## src/assert_macros.svh

```systemverilog
// ----------------------------------------------------------------------------
// assert_macros.svh
// Shared concurrent assertion macros for the GHASH accumulator RTL.
// ----------------------------------------------------------------------------
`ifndef ASSERT_MACROS_SVH
`define ASSERT_MACROS_SVH

// Same-cycle implication, checked outside reset.
`define ASSERT_IMPL(label, clk, rst_n, pre, post) \
    label: assert property (@(posedge clk) disable iff (!rst_n) (pre) |-> (post)) \
        else $error("%m: same-cycle check failed");

// Next-cycle implication, checked outside reset.
`define ASSERT_NEXT(label, clk, rst_n, pre, post) \
    label: assert property (@(posedge clk) disable iff (!rst_n) (pre) |=> (post)) \
        else $error("%m: next-cycle check failed");

`endif

```

## src/ghacc_pkg.sv

```systemverilog
// ----------------------------------------------------------------------------
// ghacc_pkg
// Types, constants and GF(2^128) helpers for the GHASH accumulator.
// ----------------------------------------------------------------------------
package ghacc_pkg;

    localparam int HALF_W      = 64;
    localparam int BLOCK_W     = 128;
    localparam int BLOCK_BYTES = 16;
    localparam int COUNT_W     = 5;
    localparam int CFG_INDEX_W = 1;
    localparam int QUEUE_DEPTH = 2;

    // GCM reduction constant, as it sits in byte 0 of the reflected polynomial
    localparam logic [7:0] GCM_RED = 8'hE1;

    typedef enum logic [CFG_INDEX_W-1:0] {
        REG_SUBKEY_HIGH = 1'b0,
        REG_SUBKEY_LOW  = 1'b1
    } cfg_reg_t;

    // One queued transaction: already masked and classified
    typedef struct packed {
        logic               start;
        logic               absorb;
        logic [BLOCK_W-1:0] block;
    } ghacc_entry_t;

    localparam int ENTRY_W = $bits(ghacc_entry_t);

    function automatic logic [BLOCK_W-1:0] bit_reverse(input logic [BLOCK_W-1:0] v);
        logic [BLOCK_W-1:0] r;
        for (int i = 0; i < BLOCK_W; i++)
        begin
            r[i] = v[BLOCK_W-1-i];
        end
        return r;
    endfunction

    // Zero every byte at or past the valid count; counts above 16 keep all bytes
    function automatic logic [BLOCK_W-1:0] mask_block(input logic [BLOCK_W-1:0] blk,
                                                      input logic [COUNT_W-1:0] count);
        logic [BLOCK_W-1:0] r;
        for (int j = 0; j < BLOCK_BYTES; j++)
        begin
            r[BLOCK_W-1-8*j -: 8] = (COUNT_W'(j) < count) ? blk[BLOCK_W-1-8*j -: 8] : 8'h00;
        end
        return r;
    endfunction

    // X * H in GF(2^128), GCM bit order: MSB of the word is the x^0 coefficient.
    // Carry-less product in natural order, then two folds by x^128 = 1+x+x^2+x^7.
    function automatic logic [BLOCK_W-1:0] gf128_mul(input logic [BLOCK_W-1:0] x,
                                                     input logic [BLOCK_W-1:0] h);
        logic [BLOCK_W-1:0]   a;
        logic [BLOCK_W-1:0]   b;
        logic [2*BLOCK_W-2:0] p;
        logic [BLOCK_W-2:0]   hi;
        logic [BLOCK_W+5:0]   t;
        logic [5:0]           g;
        logic [BLOCK_W-1:0]   r;
        a = bit_reverse(x);
        b = bit_reverse(h);
        p = '0;
        for (int i = 0; i < BLOCK_W; i++)
        begin
            if (a[i])
            begin
                p = p ^ ({(BLOCK_W-1)'(0), b} << i);
            end
        end
        hi = p[2*BLOCK_W-2:BLOCK_W];
        t  = '0;
        for (int k = 0; k < 8; k++)
        begin
            if (GCM_RED[7-k])
            begin
                t = t ^ ({7'b0, hi} << k);
            end
        end
        g = t[BLOCK_W+5:BLOCK_W];
        r = p[BLOCK_W-1:0] ^ t[BLOCK_W-1:0];
        for (int k = 0; k < 8; k++)
        begin
            if (GCM_RED[7-k])
            begin
                r = r ^ ({(BLOCK_W-6)'(0), g} << k);
            end
        end
        return bit_reverse(r);
    endfunction

endpackage

```

## src/ghacc_fifo.sv

```systemverilog
// ----------------------------------------------------------------------------
// ghacc_fifo
// Short queue between the front and the back, registered storage.
// ----------------------------------------------------------------------------
`include "assert_macros.svh"

module ghacc_fifo
#(
    parameter int WIDTH = ghacc_pkg::ENTRY_W,
    parameter int DEPTH = ghacc_pkg::QUEUE_DEPTH
)
(
    input  logic             clk,
    input  logic             rst_n,
    input  logic             push,
    input  logic [WIDTH-1:0] wr_data,
    output logic             full,
    input  logic             pop,
    output logic             rd_valid,
    output logic [WIDTH-1:0] rd_data
);

    localparam int PTR_W = (DEPTH > 1) ? $clog2(DEPTH) : 1;
    localparam int CNT_W = $clog2(DEPTH + 1);

    logic [WIDTH-1:0] mem_reg [DEPTH];
    logic [PTR_W-1:0] wr_ptr_reg;
    logic [PTR_W-1:0] wr_ptr_next;
    logic [PTR_W-1:0] rd_ptr_reg;
    logic [PTR_W-1:0] rd_ptr_next;
    logic [CNT_W-1:0] count_reg;
    logic [CNT_W-1:0] count_next;

    assign full     = (count_reg == CNT_W'(DEPTH));
    assign rd_valid = (count_reg != '0);
    assign rd_data  = mem_reg[rd_ptr_reg];

    always_comb
    begin
        wr_ptr_next = wr_ptr_reg;
        rd_ptr_next = rd_ptr_reg;
        if (push)
        begin
            wr_ptr_next = (wr_ptr_reg == PTR_W'(DEPTH - 1)) ? '0 : wr_ptr_reg + 1'b1;
        end
        if (pop)
        begin
            rd_ptr_next = (rd_ptr_reg == PTR_W'(DEPTH - 1)) ? '0 : rd_ptr_reg + 1'b1;
        end
        case ({push, pop})
            2'b10:   count_next = count_reg + 1'b1;
            2'b01:   count_next = count_reg - 1'b1;
            default: count_next = count_reg;
        endcase
    end

    always_ff @(posedge clk or negedge rst_n)
    begin
        if (!rst_n)
        begin
            wr_ptr_reg <= '0;
            rd_ptr_reg <= '0;
            count_reg  <= '0;
        end
        else
        begin
            wr_ptr_reg <= wr_ptr_next;
            rd_ptr_reg <= rd_ptr_next;
            count_reg  <= count_next;
        end
    end

    always_ff @(posedge clk)
    begin
        if (push)
        begin
            mem_reg[wr_ptr_reg] <= wr_data;
        end
    end

    `ASSERT_IMPL(a_count_bound, clk, rst_n, 1'b1, count_reg <= CNT_W'(DEPTH))
    `ASSERT_NEXT(a_push_grows, clk, rst_n, push && !pop, count_reg == $past(count_reg) + 1'b1)

endmodule

```

## config.mk

```make
export PLATFORM = sky130hd
export DESIGN_NAME = ghacc_fifo
export DESIGN_NICKNAME = d
export VERILOG_FILES = /design/src/ghacc_pkg.sv /design/src/ghacc_fifo.sv
export VERILOG_INCLUDE_DIRS = /design/src /design/src/src
export SDC_FILE = /design/constraint.sdc
export NUM_CORES = 1
export LEC_CHECK = 0
export BUFFER_PORTS_ARGS = -buffer_cell sky130_fd_sc_hd__buf_4
export CAP_MARGIN = 0
export CELL_PAD_IN_SITES_DETAIL_PLACEMENT = 0
export CELL_PAD_IN_SITES_GLOBAL_PLACEMENT = 2
export CORE_ASPECT_RATIO = 0.8
export CORE_MARGIN = 3
export CORE_UTILIZATION = 35
export DETAILED_ROUTE_END_ITERATION = 12
export PLACE_DENSITY_LB_ADDON = 0.1
export SLEW_MARGIN = 20
export SYNTH_ARGS = -nofsm -noshare
export SYNTH_HDL_FRONTEND = slang
export SYNTH_SLANG_ARGS = --single-unit
```

## constraint.sdc

```tcl
create_clock -name clk -period 8.3 [get_ports clk]
set_clock_uncertainty 0.2 [all_clocks]
set_input_delay 1.66 -clock clk [delete_from_list [all_inputs] [get_ports clk]]
set_output_delay 1.66 -clock clk [all_outputs]
set_load 0.005 [all_outputs]
```

==> results_dict.tcl <==
set metrics [dict create \
    finalMaxSlewViolations 0 \
    path_class "reg -> out" \
    crit_start "rd_ptr_reg" \
    synthCells 421 \
    synth.top_cell.area_share_pct 78.5 \
    tightest_slew_ns 0.944 \
    switchingPower_mw 1.12 \
    yosysMostFrequentCell "edfxtp_1" \
    rows 54 \
    ys_ff_latch 264 \
    antenna_found_initial 0 \
    worstRegToRegCells 3 \
    start_util_pct 36.0 \
    core-area_um2 27600 \
    fp.dieH_um 157 \
    dr_wl_met2_um 9800 \
    ir_drop_uv 177 \
    ys_warn_count 0 \
    worstPathRequired_ns 6.44 \
    setup_ws_ns 3.59 \
    powerDensity_nw_per_um2 331 \
    overflow 0 \
    hold_buffers 0 \
    drt_pass1_iterations 4 \
    yosysTopAreaCell "edfxtp_1" \
    crit_arrival_ns 2.85 \
    ys_types 15 \
    reg2reg_setup_slack_ns 5.77 \
    synth_fp_nets 556 \
    wl_per_cell_um 18.8 \
    vias 4840 \
    slew_headroom_pct 37.1 \
    path_clk_slew_ns 0.06 \
    io_pins 266 \
    grt_max_degree 97 \
    drive_gt1_share_pct 60.3 \
    synthArstFlopShare_pct 1.52 \
    pwr-share-clk_pct 26.7 \
    maxCapViolCount 0 \
    clock-sinks 264 \
    switching_share_pct 25.6 \
    avgSynthCellArea_um2 23.6 \
    fmax_mhz 212 \
    period_needed_ns 4.71 \
    hp-class "reg -> reg" \
    ys_top_cells_by_count "edfxtp_1 (260), mux2_4 (90), mux2_2 (40)" \
    postCtsResizedCells 0 \
    hold-path-cell-count 1 \
    drt_iter0_drc 258 \
    synth_edf_count 260 \
    endpoint_kind "output pin" \
    m1WireLength_um 8690 \
    final.setup.tns_ns 0 \
    timing.rr.start "wr_ptr_reg" \
    hpwlAfterDp_um 13600 \
    start_kind "flip-flop" \
    path_max_fanout 51 \
    pwr-share-seq_pct 43.3 \
    synth_ff_type "edfxtp_1" \
    wirelength_um 20600 \
    top_layer "met4" \
    dieWidth_um 194 \
    min_period_over_period_pct 56.8 \
    hold_viol 0 \
    power_frac_comb_pct 30.0 \
    grt_usage_pct 12.7 \
    antenna_cells 0 \
    setup_viol 0 \
    status "finished, final reports clean" \
    largest_register_ffs 260 \
    cts_made_buffers 28 \
    met3WireLength_um 1690 \
    ant_nets 0 \
    p_int_mw 3.26 \
    yosysSeqAreaShare_pct 79.5 \
    worstSkewPairLatency_ns 0.52 \
    nNetsFinal 842 \
    fillerInstances 2377 \
    grt_pass1_vias 5064 \
    routabilityCongestion 0.711 \
    syn2layout_area_growth_pct 33.0 \
    yosys-top-cells-area "edfxtp_1 (79%), mux2_4 (14%), mux2_2 (4.5%)" \
    cts_tree "done" \
    cts_setup_buffers 0 \
    min_from "count_reg[1]" \
    dieArea_um2 30500 \
    drc 0 \
    grt_pass1_wl_um 30300 \
    portBuffers 265 \
    clock-root-buffer "clkbuf_16" \
    regArea_um2 7910 \
    rsz0062_at_grt "false" \
    dp_slack_ns 4.05 \
    multi_input_area_um2 1890 \
    clk_path_buf_depth 3 \
    htreeDepth 1 \
    viasPerCell 4.43 \
    p_leak_nw 5.17 \
    synth_area_um2 9940 \
]
==> critical path: stages (launching register included) <==
cell and delay, ns:
dfrtp_4 1.04, buf_4 0.68, mux2_2 0.45, buf_4 0.15
==> power by group through the flow <==
stage / registers (mW) / logic, mW / clock network (mW)
3_5_place_dp: 1.94 / 1.33 / 0
5_1_grt: 1.93 / 1.42 / 1.27
3_3_place_gp: 1.93 / 1.33 / 0
6_report: 1.90 / 1.32 / 1.17
2_1_floorplan: 1.89 / 0.802 / 0
4_1_cts: 1.91 / 1.34 / 1.21
==> per-stage QoR <==
| stage | std cells | total power, mW | instance area (µm²) | hold slack [ns] | util [%] |
|---|---|---|---|---|---|
| 2_1_floorplan | 421 | 2.69 | 9940 | 0.247 | - |
| 3_3_place_gp | 1039 | 3.25 | 12300 | 0.265 | 44.5 |
| 3_5_place_dp | 1039 | 3.27 | 12300 | 0.277 | 44.5 |
| 4_1_cts | 1090 | 4.46 | 13200 | 0.290 | 47.6 |
| 5_1_grt | 1092 | 4.61 | 13200 | 0.323 | 47.8 |
| 6_report | 1092 | 4.38 | 13200 | 0.287 | 47.8 |
==> layer usage <==
| layer | vias to the layer above | track usage [%] |
|---|---|---|
| met2 | 170 | 20.4 |
| met4 | 0 | 2.94 |
| met5 | - | 0 |
| met1 | 2404 | 16.8 |
| li1 | 2245 | - |
| met3 | 21 | 4.56 |
==> layout by cell type, fill, tap and decap left out <==
master,netlist,routed
and2_4,0,1
buf_12,0,1
buf_16,0,2
buf_4,0,268
bufinv_16,0,2
clkbuf_1,0,6
clkbuf_16,0,29
clkinv_1,0,11
clkinv_2,0,2
clkinv_4,0,1
dfrtp_1,4,3
dfrtp_4,0,1
edfxtp_1,260,260
ha_1,1,1
inv_1,1,1
mux2_2,40,40
mux2_4,90,90
nor2_1,2,1
nor2_4,0,1
nor2b_1,1,1
or2_2,1,1
xnor2_1,2,2
xor2_1,3,3
==> final timing paths <==
| check | to |
|---|---|
| worst min-delay path | count_reg[1] |
| worst min register to register | count_reg[1] |
| min in group asynchronous | rd_ptr_reg |
| worst max-delay path | rd_data[115] |
| worst max register to register | mem_reg[1][83] |
| max in group asynchronous | rd_ptr_reg |
==> kinds of logic (layout without fill, tap and decap cells) <==
group                    count (synthesis)  in the layout  synth area share (%)
flip-flops                             264            264                  79.5
adder cells (fa/ha/maj)                  1              1                 0.126
multiplexers                           130            130                  18.1
XOR/XNOR                                 5              5                 0.440
buffers and inverters                   16            323                  1.52
AND/OR/NAND/NOR                          5              5                 0.264
==> final cells by class <==
class	instances	area share, %
Multi-Input combinational cell	141	14.3
Clock buffer	35	5.66
Sequential cell	264	59.8
Timing Repair Buffer	271	15.8
Inverter	1	0.0284
Tap cell	364	3.45
Clock inverter	16	0.909
(Power assumes the default switching activity.)
