--- config.mk ---
export PLATFORM = sky130hd
export DESIGN_NAME = ghacc_front
export DESIGN_NICKNAME = d
export VERILOG_FILES = /design/src/assert_macros.svh /design/src/ghacc_pkg.sv /design/src/ghacc_front.sv
export SDC_FILE = /design/constraint.sdc
export NUM_CORES = 1
export LEC_CHECK = 0
export ABC_AREA = 1
export BUFFER_PORTS_ARGS = -buffer_cell sky130_fd_sc_hd__buf_2
export CAP_MARGIN = 5
export CORE_AREA = 2 2 104 106
export DETAILED_ROUTE_END_ITERATION = 10
export DIE_AREA = 0 0 106 108
export PLACE_DENSITY = 0.51
export SLEW_MARGIN = 40
export SYNTH_ARGS = -nofsm -noshare
export SYNTH_HDL_FRONTEND = slang
export SYNTH_SLANG_ARGS = --single-unit
--- constraint.sdc ---
create_clock -name vclk -period 1.2
set_clock_uncertainty 0.2 [all_clocks]
set_input_delay 0.12 -clock vclk [all_inputs]
set_output_delay 0.12 -clock vclk [all_outputs]
set_load 0.01 [all_outputs]
--- src/assert_macros.svh ---
// ----------------------------------------------------------------------------
// assert_macros.svh
// Shared concurrent assertion macros for the GHASH accumulator RTL.
// ----------------------------------------------------------------------------
`ifndef ASSERT_MACROS_SVH
`define ASSERT_MACROS_SVH

// Same-cycle implication, checked outside reset.
`define ASSERT_IMPL(label, clk, rst_n, pre, post) \
    label: assert property (@(posedge clk) disable iff (!rst_n) (pre) |-> (post)) \
        else $error("%m: same-cycle check failed");

// Next-cycle implication, checked outside reset.
`define ASSERT_NEXT(label, clk, rst_n, pre, post) \
    label: assert property (@(posedge clk) disable iff (!rst_n) (pre) |=> (post)) \
        else $error("%m: next-cycle check failed");

`endif

--- src/ghacc_pkg.sv ---
// ----------------------------------------------------------------------------
// ghacc_pkg
// Types, constants and GF(2^128) helpers for the GHASH accumulator.
// ----------------------------------------------------------------------------
package ghacc_pkg;

    localparam int HALF_W      = 64;
    localparam int BLOCK_W     = 128;
    localparam int BLOCK_BYTES = 16;
    localparam int COUNT_W     = 5;
    localparam int CFG_INDEX_W = 1;
    localparam int QUEUE_DEPTH = 2;

    // GCM reduction constant, as it sits in byte 0 of the reflected polynomial
    localparam logic [7:0] GCM_RED = 8'hE1;

    typedef enum logic [CFG_INDEX_W-1:0] {
        REG_SUBKEY_HIGH = 1'b0,
        REG_SUBKEY_LOW  = 1'b1
    } cfg_reg_t;

    // One queued transaction: already masked and classified
    typedef struct packed {
        logic               start;
        logic               absorb;
        logic [BLOCK_W-1:0] block;
    } ghacc_entry_t;

    localparam int ENTRY_W = $bits(ghacc_entry_t);

    function automatic logic [BLOCK_W-1:0] bit_reverse(input logic [BLOCK_W-1:0] v);
        logic [BLOCK_W-1:0] r;
        for (int i = 0; i < BLOCK_W; i++)
        begin
            r[i] = v[BLOCK_W-1-i];
        end
        return r;
    endfunction

    // Zero every byte at or past the valid count; counts above 16 keep all bytes
    function automatic logic [BLOCK_W-1:0] mask_block(input logic [BLOCK_W-1:0] blk,
                                                      input logic [COUNT_W-1:0] count);
        logic [BLOCK_W-1:0] r;
        for (int j = 0; j < BLOCK_BYTES; j++)
        begin
            r[BLOCK_W-1-8*j -: 8] = (COUNT_W'(j) < count) ? blk[BLOCK_W-1-8*j -: 8] : 8'h00;
        end
        return r;
    endfunction

    // X * H in GF(2^128), GCM bit order: MSB of the word is the x^0 coefficient.
    // Carry-less product in natural order, then two folds by x^128 = 1+x+x^2+x^7.
    function automatic logic [BLOCK_W-1:0] gf128_mul(input logic [BLOCK_W-1:0] x,
                                                     input logic [BLOCK_W-1:0] h);
        logic [BLOCK_W-1:0]   a;
        logic [BLOCK_W-1:0]   b;
        logic [2*BLOCK_W-2:0] p;
        logic [BLOCK_W-2:0]   hi;
        logic [BLOCK_W+5:0]   t;
        logic [5:0]           g;
        logic [BLOCK_W-1:0]   r;
        a = bit_reverse(x);
        b = bit_reverse(h);
        p = '0;
        for (int i = 0; i < BLOCK_W; i++)
        begin
            if (a[i])
            begin
                p = p ^ ({(BLOCK_W-1)'(0), b} << i);
            end
        end
        hi = p[2*BLOCK_W-2:BLOCK_W];
        t  = '0;
        for (int k = 0; k < 8; k++)
        begin
            if (GCM_RED[7-k])
            begin
                t = t ^ ({7'b0, hi} << k);
            end
        end
        g = t[BLOCK_W+5:BLOCK_W];
        r = p[BLOCK_W-1:0] ^ t[BLOCK_W-1:0];
        for (int k = 0; k < 8; k++)
        begin
            if (GCM_RED[7-k])
            begin
                r = r ^ ({(BLOCK_W-6)'(0), g} << k);
            end
        end
        return bit_reverse(r);
    endfunction

endpackage

--- src/ghacc_front.sv ---
// ----------------------------------------------------------------------------
// ghacc_front
// Input side: accepts transactions, masks the block, classifies, pushes queue.
// ----------------------------------------------------------------------------
module ghacc_front
(
    input  logic                                in_valid,
    output logic                                in_stall,
    input  logic                                start_req,
    input  logic [ghacc_pkg::HALF_W-1:0]        block_high,
    input  logic [ghacc_pkg::HALF_W-1:0]        block_low,
    input  logic [ghacc_pkg::COUNT_W-1:0]       byte_count,
    input  logic                                queue_full,
    output logic                                push,
    output ghacc_pkg::ghacc_entry_t             entry
);

    assign in_stall = queue_full;
    assign push     = in_valid && !queue_full;

    always_comb
    begin
        entry.start  = start_req;
        // zero count: nothing absorbed, no multiply
        entry.absorb = (byte_count != '0);
        entry.block  = ghacc_pkg::mask_block({block_high, block_low}, byte_count);
    end

endmodule

==> results of run 1 <==
-- final cells by class --
cell class / count / area share (%)
repair buffers: 293 / 52.7
well taps: 136 / 5.18
inverters: 129 / 15.6
multi-input cells: 157 / 26.5
-- kinds of logic (layout without fill, tap and decap cells) --
family	Yosys count	count (layout)	share of synthesized area [%]
buffers and inverters	134	422	43.8
AO/OA/AOI/OAI	13	13	8.08
AND/OR/NAND/NOR	143	144	48.2
-- metrics by stage --
stage / cell area, sq um / TNS (ns) / setup WS [ns] / utilization [%]
floorplan: 1190 / 0 / 0.0494 / -
global placement: 2870 / -13.31 / -0.188 / 28.0
detailed placement: 2870 / -13.49 / -0.198 / 28.0
finish: 3290 / -1.49 / -0.0612 / 32.1
CTS: 3050 / -1.91 / -0.0495 / 29.9
global route: 3290 / -5.23 / -0.0925 / 32.1
-- repair_timing --
action	4_1_cts	5_1_grt
resized for setup	49	73
endpoints found under the hold margin	0	0
buffers inserted	4	1
pin swaps	11	18
endpoints found under the setup margin	113	108
gates cloned	0	1
-- critical path, cell delays in order --
cell and delay [ns]:
buf_12 0.12, clkinv_8 0.06, nand2_8 0.07, nor2_4 0.20, buf_6 0.18, nor2_1 0.05, buf_2 0.13
-- routing by layer --
layer  routed length, microns  global-route usage [%]  part of all wire [%]  vias up
met5                        0                       0                     0        -
met4                       13                   0.188                  0.19        0
met3                      799                    2.11                    11        2
met2                     3740                    20.0                    53      151
met1                     2470                    10.8                    35     1005
li1                         -                       -                     -     1336
-- power by group through the flow --
stage          combinational (uW)  sequential [uW]  clock (uW)
6_report                     1260                0           0
5_1_grt                      1380                0           0
4_1_cts                      1160                0           0
3_5_place_dp                 1090                0           0
3_3_place_gp                 1090                0           0
2_1_floorplan                 470                0           0
-- Yosys cell counts --
library cell  count  area share, %
a21boi_0          7            4.4
a21boi_1          1           0.63
a21oi_2           2            1.5
buf_4             5            3.1
inv_1           126             40
inv_2             3           0.94
nand2_1          36             11
nand2_2           1           0.52
nand2_4           2            1.9
nand3_1           2           0.84
nor2_1           99             31
nor2_2            1           0.52
nor2_4            2            1.9
o21ai_0           1           0.42
o21ai_1           1           0.42
o21ai_2           1           0.73
-- worst paths after layout --
check                startpoint    endpoint
setup / recovery  byte_count[4]  entry[115]
hold / removal        start_req  entry[129]
==> run metrics, run 1 <==
run status finished with violations; failing checks setup timing; Final #Nets 717; Initial Util 11.7%; DRT iter0 DRCs 102; area of the die 11400 sq um; yosys warns 0; share of layout cells above drive strength 1 62.3%; non-filler instance count after layout 715; hold buffers post-CTS 0; net switching power 632 uW; drt via density 3.49; Worst slew margin 85.6%; Avg Inst Size Synth 4.11 sq um; final worst slack -0.0612 ns; Post-Place Cells 710; GRT Util Overall 9.77%; Layout area overhead 176%; multi-input logic area 871 sq um; RSZ-0062 raised after global routing yes; vias after detailed routing 2494; die width 106 microns; syn nets 426; register area 0 sq um; routed wire length per instance 9.83 microns; PwrDens 383 nW/um^2; CP Max Fanout 8; Least-Margin Pin Slew 0.216 ns; Pwr Total 1260 uW; Antenna Cells 0; Netlist cell types 16; DIE HEIGHT 108 microns; LEAKAGE 0.00238 uW; IO buf count 266; fin crit period 1.26 ns; Int Pwr 627 uW; ANT nets after route 0; cell area after synthesis 1190 sq um; initial antenna violation count 0; final hold vios 0; CP Launch Type input pin; final-layout clock buffer total 0; DP HPWL 5960 microns; drt first pass iters 4; routability cong. 0.819; Hold WS 0.0407 ns; Worst Hold Path Cells 0; core area 10200 sq um; Total Wirelength 7030 microns; DRC 0; Crit Path Category input pin to output pin; Ports 268; Fmax achieved 793 MHz; post-synthesis sequential area ratio 0%; gr ovfl total 0; clock network fraction of total power 0%; sequential power share 0%; num sequential 0; CP Data Arrival Time 0.94 ns; fill cell count 1170; max-slew violations 0; Logic pwr share 100.0%; Period Utilization, post-route 105%; commonest non-fill, non-tap cells in the layout buf_2, inv_1, nor2_1; Req. time, crit path 0.88 ns; Final setup viols 52; switching share of power 50.2%; max-cap viol count 0; peak supply drop 0.000135 V; Core Rows 37; leading cell type in the layout, fill and taps excluded buf_2; cells after synthesis 290; Hold WC Path Type input pin to output pin; largest net degree at the start of global routing 10; Critical Path Sink Type output pin; first-pass GRT wire length 9280 microns; vias in the first global route 1997
(Power assumes the default switching activity.)
==> run 2, diff against run 1 <==
- SETUP_SLACK_MARGIN: default -> 0.5
==> run 2 against run 1 <==
The run still ends with setup timing left. Global-route usage increased by 2.1 points. Sequential share of layout area is the same. Critical path depth up 2. Setup slack worse by 0.12 ns. Count of clock-buffer cells in the layout unchanged. Critical path type unchanged. Highest routed layer unchanged.
==> run metrics, run 2 (synthesized netlist as in run 1, its figures left out) <==
Fmax achieved 726 MHz (-8.4%); Total Wirelength 7760 microns (+10%); sequential power share 0% (unchanged); RSZ-0062 raised after global routing yes; Logic pwr share 100.0% (about the same); area of the die 11400 sq um (unchanged); Antenna Cells 0 (unchanged); Int Pwr 898 uW (+43%); initial antenna violation count 0 (unchanged); CP Launch Type input pin; CP Data Arrival Time 1.06 ns (+0.12 ns); leading cell type in the layout, fill and taps excluded buf_2; clock network fraction of total power 0% (unchanged); Critical Path Source byte_count[4]; Pwr Total 1750 uW (+39%); Initial Util 11.7% (unchanged); drt via density 3.70 (+6.1%); Period Utilization, post-route 115% (+9.6 points); Worst slew margin 81.9% (-3.7 points); Core Rows 37 (unchanged); final hold vios 0 (unchanged); Final #Nets 717 (unchanged); routed wire length per instance 10.9 microns (+10%); switching share of power 48.5% (-1.6 points); Hold WC Path Type input pin to output pin; Hold Crit Start start_req; gr ovfl total 0 (unchanged); CP Max Fanout 8 (unchanged); failing checks setup timing; vias in the first global route 2475 (+24%); Ports 268 (unchanged); DRC 0 (unchanged); fin crit period 1.38 ns (+0.116 ns); share of layout cells above drive strength 1 76.5% (+14 points); Crit Path Category input pin to output pin; DRT iter0 DRCs 54 (-47%); LEAKAGE 0.00262 uW (+10%); run status finished with violations; non-filler instance count after layout 715 (unchanged); PwrDens 400 nW/um^2 (+4.5%); vias after detailed routing 2647 (+6.1%); core area 10200 sq um (unchanged); final-layout clock buffer total 0 (unchanged); num sequential 0 (unchanged); DIE HEIGHT 108 microns (unchanged); routability cong. 0.750 (-8.4%); Layout area overhead 266%; max-slew violations 0 (unchanged); Worst Hold Path Cells 0 (unchanged); Final setup viols 121 (+130%); max-cap viol count 0 (unchanged); largest net degree at the start of global routing 10 (unchanged); peak supply drop 0.000153 V (+13%); fill cell count 1012 (-14%); Req. time, crit path 0.88 ns (about the same); die width 106 microns (unchanged); IO buf count 266 (unchanged); Design Area, Final 4360 sq um (+33%); register area 0 sq um (unchanged); drt first pass iters 4 (unchanged); net switching power 848 uW (+34%); ANT nets after route 0 (unchanged); commonest non-fill, non-tap cells in the layout buf_2, inv_1, buf_6; Critical Path Sink Type output pin; Post-Place Cells 709 (-0.14%); placed cell area 3390 sq um (+18%); DP HPWL 6380 microns (+7.2%); first-pass GRT wire length 11300 microns (+22%); final worst slack -0.177 ns (-0.116 ns); Least-Margin Pin Slew 0.271 ns (+0.0549 ns); GRT Util Overall 11.9% (+2.1 points)
run 2: metrics by stage:
stage | setup slack (ns) | hold slack [ns] | util [%] | setup TNS [ns]
after CTS | -0.167 | 0.0402 | 38.9 | -11.38
after global placement | -0.216 | 0.0402 | 33.1 | -17.62
after floorplan | 0.0964 | 0.0875 | - | 0
after detailed placement | -0.215 | 0.0402 | 33.1 | -17.64
final | -0.177 | 0.0401 | 42.6 | -10.51
after global routing | -0.212 | 0.0401 | 42.6 | -16.25
run 2: final timing paths:
| path | endpoint |
|---|---|
| max | entry[47] |
| min | entry[129] |
run 2: cell type report:
type / instances / area (sq um) / share of cell area [%]
tap: 136 / 170 / 3.90
multi-input combinational: 156 / 1450 / 33.3
timing repair buffer: 294 / 2170 / 49.8
inverter: 129 / 568 / 13.0
run 2: critical path, stage by stage:
cell and delay (ns):
buf_8 0.08, buf_12 0.13, inv_16 0.04, buf_4 0.13
buf_6 0.12, nand2_8 0.09, nand2_8 0.10, nor2_1 0.11
buf_2 0.14
run 2: power groups by stage:
stage          registers [uW]  clock network, uW  logic [uW]
4_1_cts                     0                  0        1590
2_1_floorplan               0                  0         680
3_5_place_dp                0                  0        1320
5_1_grt                     0                  0        1880
3_3_place_gp                0                  0        1310
6_report                    0                  0        1750
run 2: what timing repair did:
item | in CTS | in global routing
hold buffers | 0 | 0
setup endpoints to repair | 130 | 130
gates resized for setup | 122 | 76
pin swaps | 9 | 12
setup buffers | 2 | 4
run 2: layer usage:
layer	GRT usage, %	part of all wire, %	routed length [microns]
met2	26.6	59	4550
met5	0	0	0
met3	1.75	9.2	710
met4	0.752	0.93	72
met1	11.8	31	2430
